$ cat config.mk
export PLATFORM = sky130hd
export DESIGN_NAME = cpl_wmul
export DESIGN_NICKNAME = d
export VERILOG_FILES = /design/src/hdl/cpl_wmul.sv
export SDC_FILE = /design/constraint.sdc
export NUM_CORES = 2
export LEC_CHECK = 0
export BUFFER_PORTS_ARGS = -buffer_cell sky130_fd_sc_hd__buf_2
export CAP_MARGIN = 20
export CORE_MARGIN = 2
export CORE_UTILIZATION = 25
export DETAILED_ROUTE_END_ITERATION = 16
export HOLD_SLACK_MARGIN = 0.02
export PLACE_DENSITY = 0.37
export SYNTH_ARGS = -nofsm -noshare
export SYNTH_HDL_FRONTEND = slang
export SYNTH_SLANG_ARGS = --single-unit
$ cat constraint.sdc
create_clock -name i_clk -period 10.3 [get_ports i_clk]
set_input_delay 1.03 -clock i_clk [delete_from_list [all_inputs] [get_ports i_clk]]
set_output_delay 1.03 -clock i_clk [all_outputs]
set_load 0.01 [all_outputs]
$ cat src/hdl/cpl_wmul.sv
// two-stage signed multiplier built from four narrow partial products
module cpl_wmul #(
    parameter int AW = 35
) (
    input  logic                   i_clk,
    input  logic                   i_en,
    input  logic signed [AW-1:0]   i_x,
    input  logic signed [AW-1:0]   i_y,
    output logic signed [2*AW-1:0] o_p
);
    localparam int H  = (AW + 1) / 2;
    localparam int HW = AW - H;
    localparam int PW = 2 * AW;

    logic signed [HW-1:0]      x_hi, y_hi;
    logic        [H-1:0]       x_lo, y_lo;
    logic signed [2*HW-1:0]    r_hh;
    logic signed [HW+H:0]      r_hl, r_lh;
    logic        [2*H-1:0]     r_ll;
    logic signed [PW-1:0]      e_hh, e_hl, e_lh, e_ll;
    logic signed [PW-1:0]      r_p;

    function automatic logic signed [HW-1:0] x_hi_sel(input logic signed [AW-1:0] v);
        x_hi_sel = v[AW-1:H];
    endfunction

    assign x_hi = x_hi_sel(i_x);
    assign y_hi = x_hi_sel(i_y);
    assign x_lo = i_x[H-1:0];
    assign y_lo = i_y[H-1:0];

    // partial products
    always_ff @(posedge i_clk) begin
        if (i_en) begin
            r_hh <= x_hi * y_hi;
            r_hl <= x_hi * $signed({1'b0, y_lo});
            r_lh <= $signed({1'b0, x_lo}) * y_hi;
            r_ll <= x_lo * y_lo;
        end
    end

    assign e_hh = PW'(r_hh);
    assign e_hl = PW'(r_hl);
    assign e_lh = PW'(r_lh);
    assign e_ll = PW'($signed({1'b0, r_ll}));

    always_ff @(posedge i_clk) begin
        if (i_en) begin
            r_p <= (e_hh <<< (2 * H)) + (e_hl <<< H) + (e_lh <<< H) + e_ll;
        end
    end

    assign o_p = r_p;

endmodule

-- Word-level counts from Yosys, hierarchy flattened
Cells that the tools add are included.
- output and inout port bits: 70
- flip-flop bits (word level): 212
- input bits: 72
- logic and storage cells: 12
- $add $sub $neg: 3
- multiply operators: 4
- operator list (kind ; count):
    adder 70 x 54 -> 70 bit ; 2
    adder 70 x 37 -> 70 bit ; 1
    multiplier 17 x 19 -> 36 bit ; 1
    multiplier 18 x 18 -> 36 bit ; 1
    multiplier 19 x 17 -> 36 bit ; 1
    multiplier 17 x 17 -> 34 bit ; 1

-- Depth between registers and ports, before layout
- word-level depth: 3
- mapped depth: 27
- mapped depth without buffers: 26

-- Least setup slack after synthesis
Ideal clock, no wire load.
- kind: input -> register
- start: input port i_x[31]
- end: register r_hh[32], data pin
- library setup time: 0.258 ns
- buffers on the path: 2
- data required time: 10.042 ns
- cell stages on the path: 23
- setup slack: 3.108 ns
- data arrival time: 6.935 ns
- cell sequence: clkbuf_1 -> clkbuf_1 -> nand2_1 -> fa_1 -> inv_1 -> fa_1 -> fa_1 -> fa_1 -> fa_1 -> inv_1 -> fa_1 -> inv_1 -> ha_1 -> a21o_1 -> a21o_1 -> a211o_1 -> or3_1 -> o211a_1 -> o2111ai_1 -> nand4_1 -> a31o_2 -> a21oi_1 -> xnor2_1
- word-level cells in the longest chain between the ends: 1
- ends and longest elaborated chain (element ; RTL line ; source):
    from (decl) ; 7 ; input logic signed [AW-1:0] i_x,
    multiplier 17 x 17 -> 34 bit ; 35 ; r_hh <= x_hi * y_hi;
    to (signal assigned) ; 35 ;
    to (decl) ; 17 ; logic signed [2*HW-1:0] r_hh;
No other way between the ends.
A chain may end at the register's enable or synchronous reset.

-- Worst setup path in the final report
- start: input port i_x[13]
- end: register r_ll[35], data pin
- word-level cells in the longest chain between the ends: 1
- ends and longest elaborated chain (element ; RTL line ; source):
    multiplier 18 x 18 -> 36 bit ; 38 ; r_ll <= x_lo * y_lo;
    to (signal assigned) ; 38 ;
    to (decl) ; 19 ; logic [2*H-1:0] r_ll;
No other way between the ends.

==> reports/results.ini <==
[global_routing]
grt_use_total_pct = 16.1
grt_max_degree = 72
antenna_found_initial = 36
grt_use_met1_pct = 22.8
grt.met2_usage_pct = 26.1
gr-usage-met3_pct = 1.95
grt-busiest-layer = met2
grt_pass1_wl_mm = 253
grt_remaining_overflow = 0
grt_pass1_vias = 39724

[cells_and_area]
final_nets = 7081
stdcell_area_mm2 = 0.0568
area_growth_pct = 9.76
final_util_pct = 27.7
drive_gt1_share_pct = 5.47
ff_latch_area_mm2 = 0.00637
multiInputGateArea_mm2 = 0.0399
fillers = 21906

[sta]
worst_pin_slew_ns = 1.07
max_slew_margin_pct = 28.5
finalSetupViolations = 0
drv_slew = 0
period_share_pct = 77.8
timing.fmax_mhz = 125
skew_ns = 0.0713
hold_viol = 0
tns_ns = 0
rsz0062_at_grt = false
hold_ws_ns = 0.402
period_needed_ns = 8.02

[synth]
avgSynthCellArea_um2 = 9.58
synth_enable_flop_cells = 212
synth_fp_nets = 7055
synth-main-ff-cell = edfxtp_1
yosys_warnings = 0
yosysUniqueCellTypes = 64
seq_area_frac_synth_pct = 12.3
ys_ff_latch = 212
synthCells = 5396
ys_async_sr_fraction_pct = 0
syn_area_mm2 = 0.0517

[drt]
drc_errors = 0
drtIter0Drc = 1737
vias = 35521
wl_per_cell_um = 20.2
drtPass1Iterations = 5
vias_per_cell = 4.36
drt_wl_total_mm = 164
ant_nets = 0

[floorplan]
row_count = 166
core-area_mm2 = 0.205
fp.dieW_um = 459
initial_core_util_pct = 25.2
dieHeight_um = 459
die_area_mm2 = 0.211
ios = 142

[place]
globalplace.congestion = 0.795
place_hpwl_mm = 132
io_buffers = 141
place_area_mm2 = 0.0556

[clock_network]
ctsRootBufferMaster = clkbuf_16
clk_pin_slew_ns = 0.09
htree_levels = 2
clk_path_buf_depth = 3
cts_setup_buffers = 0
clock_sinks = 212
cts_made_buffers = 34
clk_latency_ns = 0.63
cts_tree = built
cts-resized-gates = 0
hold_buffers = 0

[worst_setup_path]
cp-startpoint = i_x[13]
r2r_start = r_hl[1]
cp_slowest_cell = o31ai_1
worstPathMaxFanout = 21
cp.arrival_ns = 8.36
worstSetupPathType = primary input to flop
crit_top_cell = fa_1
slowest_delay_ns = 0.68
r2r_cells = 15
crit_chain = buf_2 > buf_4 > nand2_1 > fa_1 > fa_1 > fa_1 > inv_1 > fa_1 > fa_1 > inv_1 > fa_1 > inv_1 > ha_1 > and3_1 > nand3_1 > a211oi_1 > buf_2 > nor3_1 > o31ai_1 > a221oi_1 > o21ai_0 > a21oi_1 > xnor2_1
end_kind = flop
ff2ff_setup_slack_ns = 5.34
regToRegEndpoint = o_p[67]
cp_data_required_time_ns = 10.64
setup.worst_path.start_class = primary input

[hold_path]
worstHoldPathType = flop to flop
holdCritStartpoint = r_ll[15]
min_to = o_p[15]
min_path_cells = 0

[run]
max_cap_viol_count = 0

[run_status]
status = completed

state kept, by name, indices dropped and copies added (netlist names):
register and flops:
r_lh 36, r_hh 34, o_p 70, r_ll 36, r_hl 36
metal layers:
layer | vias up | share of wire (%)
li1 | 16288 | -
met1 | 18510 | 48
met2 | 594 | 46
met3 | 119 | 4.1
met4 | 10 | 2.3
met5 | - | 0.029
Yosys cell counts, types with 5 or more instances:
cell / count / area (µm²)
nand4_1: 14 / 87.6
fa_1: 1082 / 21700
a21o_1: 82 / 616
xnor2_1: 125 / 1090
a31oi_1: 9 / 56.3
nor2b_1: 22 / 138
or3_1: 11 / 68.8
nand2_1: 676 / 2540
edfxtp_1: 212 / 6370
nor2_1: 119 / 447
clkbuf_1: 236 / 886
a21oi_1: 134 / 671
and2_1: 574 / 3590
nor4_1: 5 / 31.3
and3_1: 18 / 113
inv_1: 1218 / 4570
xor2_1: 49 / 429
a311oi_1: 5 / 43.8
o21a_1: 20 / 150
nor3_1: 28 / 140
nand3_1: 29 / 145
nand2b_1: 35 / 219
a211oi_1: 8 / 60.1
o21ai_0: 75 / 375
o21bai_1: 17 / 128
a31o_2: 8 / 70.1
ha_1: 505 / 6320
cell type report:
type	instances	area share, %
multi-input combinational	3729	70.3
clock buffer	40	1.58
antenna	7	0.0309
clock inverter	21	0.452
inverter	1218	8.05
timing repair buffer	227	2.47
tap	2688	5.92
sequential	212	11.2
how the worst max path moves through the flow:
stage	endpoint	slack, ns	cells after the start
6_report	r_ll[35]	2.28	23
5_1_grt	r_ll[35]	1.83	23
4_1_cts	r_ll[35]	2.17	23
3_5_place_dp	r_ll[35]	1.52	23
3_3_place_gp	r_ll[35]	0.91	22
2_1_floorplan	r_hh[32]	3.11	23
through the flow:
| step | worst slack, ns | std cells |
|---|---|---|
| floorplan | 3.11 | 5396 |
| global placement | 0.906 | 8070 |
| detailed placement | 1.52 | 8073 |
| CTS | 2.17 | 8134 |
| global route | 1.83 | 8138 |
| finish | 2.28 | 8142 |
critical path, delay by kind of cell:
| family | cells | cell delay (ns) |
|---|---|---|
| compound gates | 5 | 1.63 |
| xor+xnor | 1 | 0.12 |
| fa+ha+maj | 7 | 3.45 |
| buf+inv | 6 | 1.34 |
| simple gates | 4 | 0.74 |
cell families (layout without fill, tap and decap cells):
logic type                 count (synthesis)  in the layout  synth area share, %
AOI/OAI and AO/OA                        416            416                 5.23
DFF                                      212            212                 12.3
muxes                                      3              3               0.0581
other                                      0              7                    0
xor gates and xnor gates                 174            174                 2.95
adders and majority gates               1587           1587                 54.1
and+or+nand+nor                         1549           1549                 14.8
buffers and inverters                   1455           1506                 10.6
cells in the final DEF (no fill, tap or decap), types with 4 or more instances in the layout:
master,instances
xnor2_1,125
buf_4,82
bufinv_16,4
o311ai_0,4
clkbuf_1,5
nor4_1,5
inv_1,1218
o21ai_0,75
nand4_1,14
clkbuf_16,35
and2_1,574
o211ai_1,4
nor2_1,119
nor3_1,28
nand2_1,676
a31oi_1,9
edfxtp_1,212
fa_1,1082
a311oi_1,5
or2_2,4
a211oi_1,8
a21oi_1,134
and3_1,18
o41ai_1,4
a21o_1,82
buf_2,141
a221oi_1,4
nand2b_1,35
diode_2,7
a311o_1,4
or3_1,11
o21bai_1,17
a21boi_0,4
nor2b_1,22
xor2_1,49
a2111oi_0,4
o21a_1,20
a31o_2,8
ha_1,505
nand3_1,29
Power is left out: the tool's default activity adds up to more than one toggle a clock period on the data nets, which glitch-free logic cannot reach.
