[src/hdl/cpl_pkg.sv]
package cpl_pkg;

    // fraction bits kept in the line parameters s and t
    localparam int unsigned FRAC_S = 16;

    // determinant threshold register
    localparam int unsigned THR_BITS = 32;
    localparam logic [THR_BITS-1:0] THR_RESET = 32'd1;

    // per-item flags that ride along the pipeline next to the data
    typedef struct packed {
        logic non_parallel;
        logic det_zero;
    } t_flags;

endpackage

[src/hdl/cpl_place.sv]
// one coordinate: base + param * dir, scaled back and saturated; base alone when i_zero is set
module cpl_place #(
    parameter int N  = 16,
    parameter int QB = 34
) (
    input  logic                i_clk,
    input  logic                i_en,
    input  logic [QB-1:0]       i_mag,
    input  logic                i_neg,
    input  logic signed [N:0]   i_dir,
    input  logic signed [N-1:0] i_base,
    input  logic                i_zero,
    output logic signed [N-1:0] o_coord,
    output logic                o_clip
);
    localparam int PW   = QB + N;
    localparam int OW   = PW - cpl_pkg::FRAC_S;
    localparam int SUMW = OW + 2;
    localparam logic signed [SUMW-1:0] HI = SUMW'((64'sd1 <<< (N - 1)) - 64'sd1);
    localparam logic signed [SUMW-1:0] LO = -HI - SUMW'(1);

    logic [N:0]             dir_neg;
    logic [N-1:0]           dir_mag;
    logic [PW-1:0]          r_prod;
    logic                   r_sneg;
    logic signed [N-1:0]    r_base;
    logic                   r_zero;
    logic signed [SUMW-1:0] off, soff, sum;
    logic                   hi_sat, lo_sat;

    assign dir_neg = -i_dir;
    assign dir_mag = i_dir[N] ? dir_neg[N-1:0] : i_dir[N-1:0];

    always_ff @(posedge i_clk) begin
        if (i_en) begin
            r_prod <= i_mag * dir_mag;
            r_sneg <= i_neg ^ i_dir[N];
            r_base <= i_base;
            r_zero <= i_zero;
        end
    end

    assign off    = $signed({2'b00, r_prod[PW-1:cpl_pkg::FRAC_S]});
    assign soff   = r_sneg ? -off : off;
    assign sum    = SUMW'(r_base) + soff;
    assign hi_sat = sum > HI;
    assign lo_sat = sum < LO;

    always_comb begin
        if (r_zero) begin
            o_coord = r_base;
        end else if (hi_sat) begin
            o_coord = HI[N-1:0];
        end else if (lo_sat) begin
            o_coord = LO[N-1:0];
        end else begin
            o_coord = sum[N-1:0];
        end
    end

    assign o_clip = !r_zero && (hi_sat || lo_sat);

endmodule

[config.mk]
export PLATFORM = sky130hd
export DESIGN_NAME = cpl_place
export DESIGN_NICKNAME = d
export VERILOG_FILES = /design/src/hdl/cpl_pkg.sv /design/src/hdl/cpl_place.sv
export SDC_FILE = /design/constraint.sdc
export NUM_CORES = 1
export LEC_CHECK = 0
export BUFFER_PORTS_ARGS = -buffer_cell sky130_fd_sc_hd__buf_4
export CAP_MARGIN = 20
export CELL_PAD_IN_SITES_DETAIL_PLACEMENT = 1
export CELL_PAD_IN_SITES_GLOBAL_PLACEMENT = 1
export CORE_ASPECT_RATIO = 1.4
export CORE_UTILIZATION = 50
export DETAILED_ROUTE_END_ITERATION = 6
export PLACE_DENSITY = 0.94
export SYNTH_ARGS = -nofsm -noshare
export SYNTH_HDL_FRONTEND = slang
export SYNTH_SLANG_ARGS = --single-unit
[constraint.sdc]
create_clock -name i_clk -period 13.44 [get_ports i_clk]
set_clock_uncertainty 0.1 [all_clocks]
set_input_delay 2.016 -clock i_clk [delete_from_list [all_inputs] [get_ports i_clk]]
set_output_delay 2.016 -clock i_clk [all_outputs]
set_load 0.05 [all_outputs]
### Word level (Yosys, flattened, before mapping)

Index checks and enable logic that the tools add are counted.

* $add $sub $neg: 3
* bitwise gates (word level): 1
* multipliers: 1
* reduce and logical (&&, ||, !) cells: 3
* equality and inequality tests: 0
* divide/modulo/power cells: 0
* muxes and demuxes: 5
* magnitude comparators: 2
* shift-type cells: 0

Operators with widths (count)
* 16-bit 2-to-1 mux: 4
* 34-bit by 16-bit multiplier with 50-bit output: 1
* 16-bit by 36-bit adder with 36-bit output: 1
* 36-bit by 16-bit greater-than comparator with 1-bit output (second input constant): 1
* 36-bit by 16-bit less-than comparator with 1-bit output (second input constant): 1
* 36-bit 2-to-1 mux: 1
* 34-bit negation with 36-bit output: 1
* 16-bit negation: 1
* 1-bit logical AND: 1
* 1-bit zero test: 1
* 1-bit logical OR: 1
* 1-bit XOR: 1

* memory bits (writable): 0
* ROM bits: 0
* output and inout port bits: 17
* input port bits: 71
* flip-flop bits (word level): 68
* memories: 0
* bits in latches: 0

### Logic depth before layout (Yosys ltp)

* depth after elaboration: 7
* mapped depth: 31
* mapped depth without buffers: 30

### Worst setup path before layout

OpenSTA, ideal clock, no wires.

* path kind: input -> register
* start point: input i_dir[2]
* end point: register r_prod[48] (data pin)
* setup time: 0.281 ns
* arrival time: 8.906 ns
* buffers on the path: 1
* required time: 13.059 ns
* setup slack: 4.153 ns
* stages on the path: 27
* cells stage by stage: nor4_1 > inv_1 > nor3_1 > nand3_1 > o41ai_1 > xnor2_1 > clkbuf_1 > nand2_1 > fa_1 > inv_1 > fa_1 > fa_1 > fa_1 > fa_1 > inv_1 > fa_1 > inv_1 > ha_1 > a21o_1 > a21o_1 > a21oi_1 > o21ai_0 > a221o_1 > a21oi_1 > o21ai_0 > a31oi_1 > o311ai_0

* word-level cells in the longest chain between the ends: 3

Ends and longest elaborated chain
* start: declaration: line cpl_place.sv:10 `input logic signed [N:0] i_dir,`
* 16-bit negation: line cpl_place.sv:31 `assign dir_neg = -i_dir;`
* 16-bit 2-to-1 mux (*): line cpl_place.sv:32 `assign dir_mag = i_dir[N] ? dir_neg[N-1:0] : i_dir[N-1:0];`
* 34-bit by 16-bit multiplier with 50-bit output (*): line cpl_place.sv:36 `r_prod <= i_mag * dir_mag;`
* end signal: assignment: line cpl_place.sv:36
* end: declaration: line cpl_place.sv:24 `logic [PW-1:0] r_prod;`

Mark *: on every way between the ends. The rest lies on a longest branch, timed or not.
A chain may end at the register's enable or synchronous reset.

### Worst setup path in the final report

Ends and elaborated chain as after synthesis.

==> flow_metrics.tcl <==
set metrics [dict create \
    status "finished clean" \
    grt-ovfl-total 0 \
    dr_wl_met3_microns 5160 \
    layout_commonest_cell "inv_1" \
    syn_area_sq_um 21700 \
    antenna_found_initial 0 \
    rows 89 \
    final_cell_mix "inv_1 (504), nand2_1 (448), fa_1 (446), and2_1 (187), ha_1 (156)" \
    area.sequential_sq_um 1560 \
    startpoint_type "input pin" \
    grt_pass1_vias 22131 \
    async_flop_share_pct 0 \
    min_path_type "in -> reg" \
    core_sq_um 42400 \
    path_class "in -> reg" \
    fin_nets 3165 \
    ys_seq_area_share_pct 7.21 \
    cts_tree "done" \
    min_from "i_base[14]" \
    ys_ff_latch 52 \
    cp.required_ps 13450 \
    multiInputGateArea_sq_um 17900 \
    first_iter_violations 1384 \
    ys_top_cells_by_area "fa_1 (41%), ha_1 (9.0%), inv_1 (8.7%)" \
    timing.max_cap.violations 0 \
    synth_cell_types 72 \
    die_w_microns 178 \
    io_pins 88 \
    portBuffers 87 \
    max_freq_mhz 88.6 \
    cts_made_buffers 5 \
    vias_per_cell 6.15 \
    period_minus_slack_ps 11290 \
    cts_max_level 2 \
    max_slew_margin_pct 36.3 \
    die_h_microns 248 \
    grt_pass1_wl_microns 119000 \
    gp_congestion 0.958 \
    postSynthCellCount 2495 \
    postCtsResizedCells 0 \
    tns_ps 0 \
    hold_violations 0 \
    wl_microns 75600 \
    worst_slew_pin_slew_ps 956 \
    cts_root_buf "clkbuf_16" \
    dr_wl_met2_microns 39000 \
    clkTransAtPathRegs_ps 70 \
    area_growth_syn_to_layout_pct 5.92 \
    postCtsHoldBufs 0 \
    hold_path_depth 1 \
    finalCritPeriodShare_pct 84.0 \
    clock_path_buffers 2 \
    min_to "r_base[14]" \
    cp.arrival_ps 11290 \
    diodes 0 \
    drtPass1Iterations 5 \
    yosys.area.top_type_share_pct 41.2 \
    via_count 18697 \
    ant_nets 0 \
    yosys_warnings 0 \
    setup.worst_path.end_class "register" \
    synth_edf_count 52 \
    syn-num-nets 3168 \
    highest_layer "met4" \
    nFillCells 5019 \
    cts_sinks 52 \
    grt.total_usage_pct 35.6 \
    cp_max_fo 34 \
    wl_per_cell_microns 24.9 \
    dpl.hpwl_microns 60600 \
    start_util_pct 51.0 \
    drive_gt1_share_pct 5.78 \
    yosysTopAreaCell "fa_1" \
    synth_ff_type "edfxtp_1" \
    die_area_sq_um 44200 \
    rsz0062_at_grt "no" \
    setup_viol 0 \
    grt_max_degree 53 \
    slew_violations 0 \
    drc 0 \
    cts_setup_buffers 0 \
    met1Wirelength_microns 26000 \
    syn_avg_cell_area_sq_um 8.68 \
]
-- worst max-delay path: stages --
cell,delay (ps)
buf_4,140
nor4_1,360
inv_1,110
nor3_1,410
nand3_1,280
o41ai_1,620
xnor2_2,180
buf_4,430
nand2_1,190
fa_1,420
inv_1,80
fa_1,460
fa_1,680
fa_1,480
fa_1,520
fa_1,420
ha_1,320
nand4_1,120
a21oi_1,240
o2111ai_1,260
o211ai_1,520
a31oi_1,160
nor2_1,260
a21oi_1,190
o21ai_0,760
a31oi_1,270
o311ai_0,360
-- cells in the mapped netlist, types with 9 or more instances --
cell / instances
and3_1: 12
o21ai_0: 56
nor3_1: 17
clkbuf_1: 109
nand3_1: 24
edfxtp_1: 52
fa_1: 446
o21a_1: 9
nor2_1: 49
and2_1: 187
ha_1: 156
a21o_1: 31
nand2_1: 448
a31oi_1: 13
a21oi_1: 70
a211oi_1: 9
o31ai_1: 15
inv_1: 504
xor2_1: 29
o211ai_1: 9
o311ai_1: 14
nand4_1: 23
xnor2_1: 78
-- kinds of logic (layout without fill, tap and decap cells) --
group / Yosys count / count (layout) / synth area share (%)
and+or+nand+nor: 821 / 821 / 18.1
buffers and inverters: 617 / 614 / 10.7
adders and majority gates: 602 / 602 / 50.2
AOI/OAI and AO/OA: 294 / 294 / 9.27
xor gates and xnor gates: 107 / 107 / 4.33
DFF: 52 / 52 / 7.21
muxes: 2 / 2 / 0.104
-- per-stage QoR --
| stage | hold slack (ps) | cells | cell area [sq um] | util [%] | setup slack (ps) |
|---|---|---|---|---|---|
| after detailed placement | 2100 | 3030 | 22800 | 53.7 | 2160 |
| after global routing | 1780 | 3038 | 22900 | 54.1 | 1890 |
| after global placement | 2100 | 3030 | 22800 | 53.7 | 3060 |
| final | 1790 | 3038 | 22900 | 54.1 | 2150 |
| after CTS | 1790 | 3037 | 22900 | 54.0 | 2450 |
| after floorplan | 2010 | 2495 | 21700 | - | 4150 |
-- how the worst max path moves through the flow --
stage	startpoint	endpoint	slack (ps)	depth (start not counted)
floorplan	i_dir[2]	r_prod[48]	4150	27
global placement	i_dir[2]	r_prod[48]	3060	28
finish	i_dir[2]	r_prod[48]	2150	27
detailed placement	i_dir[2]	r_prod[48]	2160	28
CTS	i_dir[2]	r_prod[48]	2450	28
global route	i_dir[2]	r_prod[48]	1890	28
-- metal layers --
metal	GRT usage, %	up-vias
li1	-	7706
met1	38.1	9583
met2	63.7	990
met3	5.56	418
met4	24.8	0
met5	0	-
-- state kept, by name, summed over array words and instances, names as in the netlist --
name,cells
r_zero,1
r_prod,34
r_sneg,1
r_base,16
-- final cells by class --
type                            count  share of cell area, %
Clock inverter                      2                 0.0327
Sequential cell                    52                   6.81
Inverter                          504                   8.25
Timing Repair Buffer              103                   3.46
Clock buffer                        5                  0.545
Multi-Input combinational cell   1826                   77.9
Tap cell                          546                   2.98
Power is not shown: default switching activity piles up to over one toggle a cycle in this logic, so the estimate is an artifact.
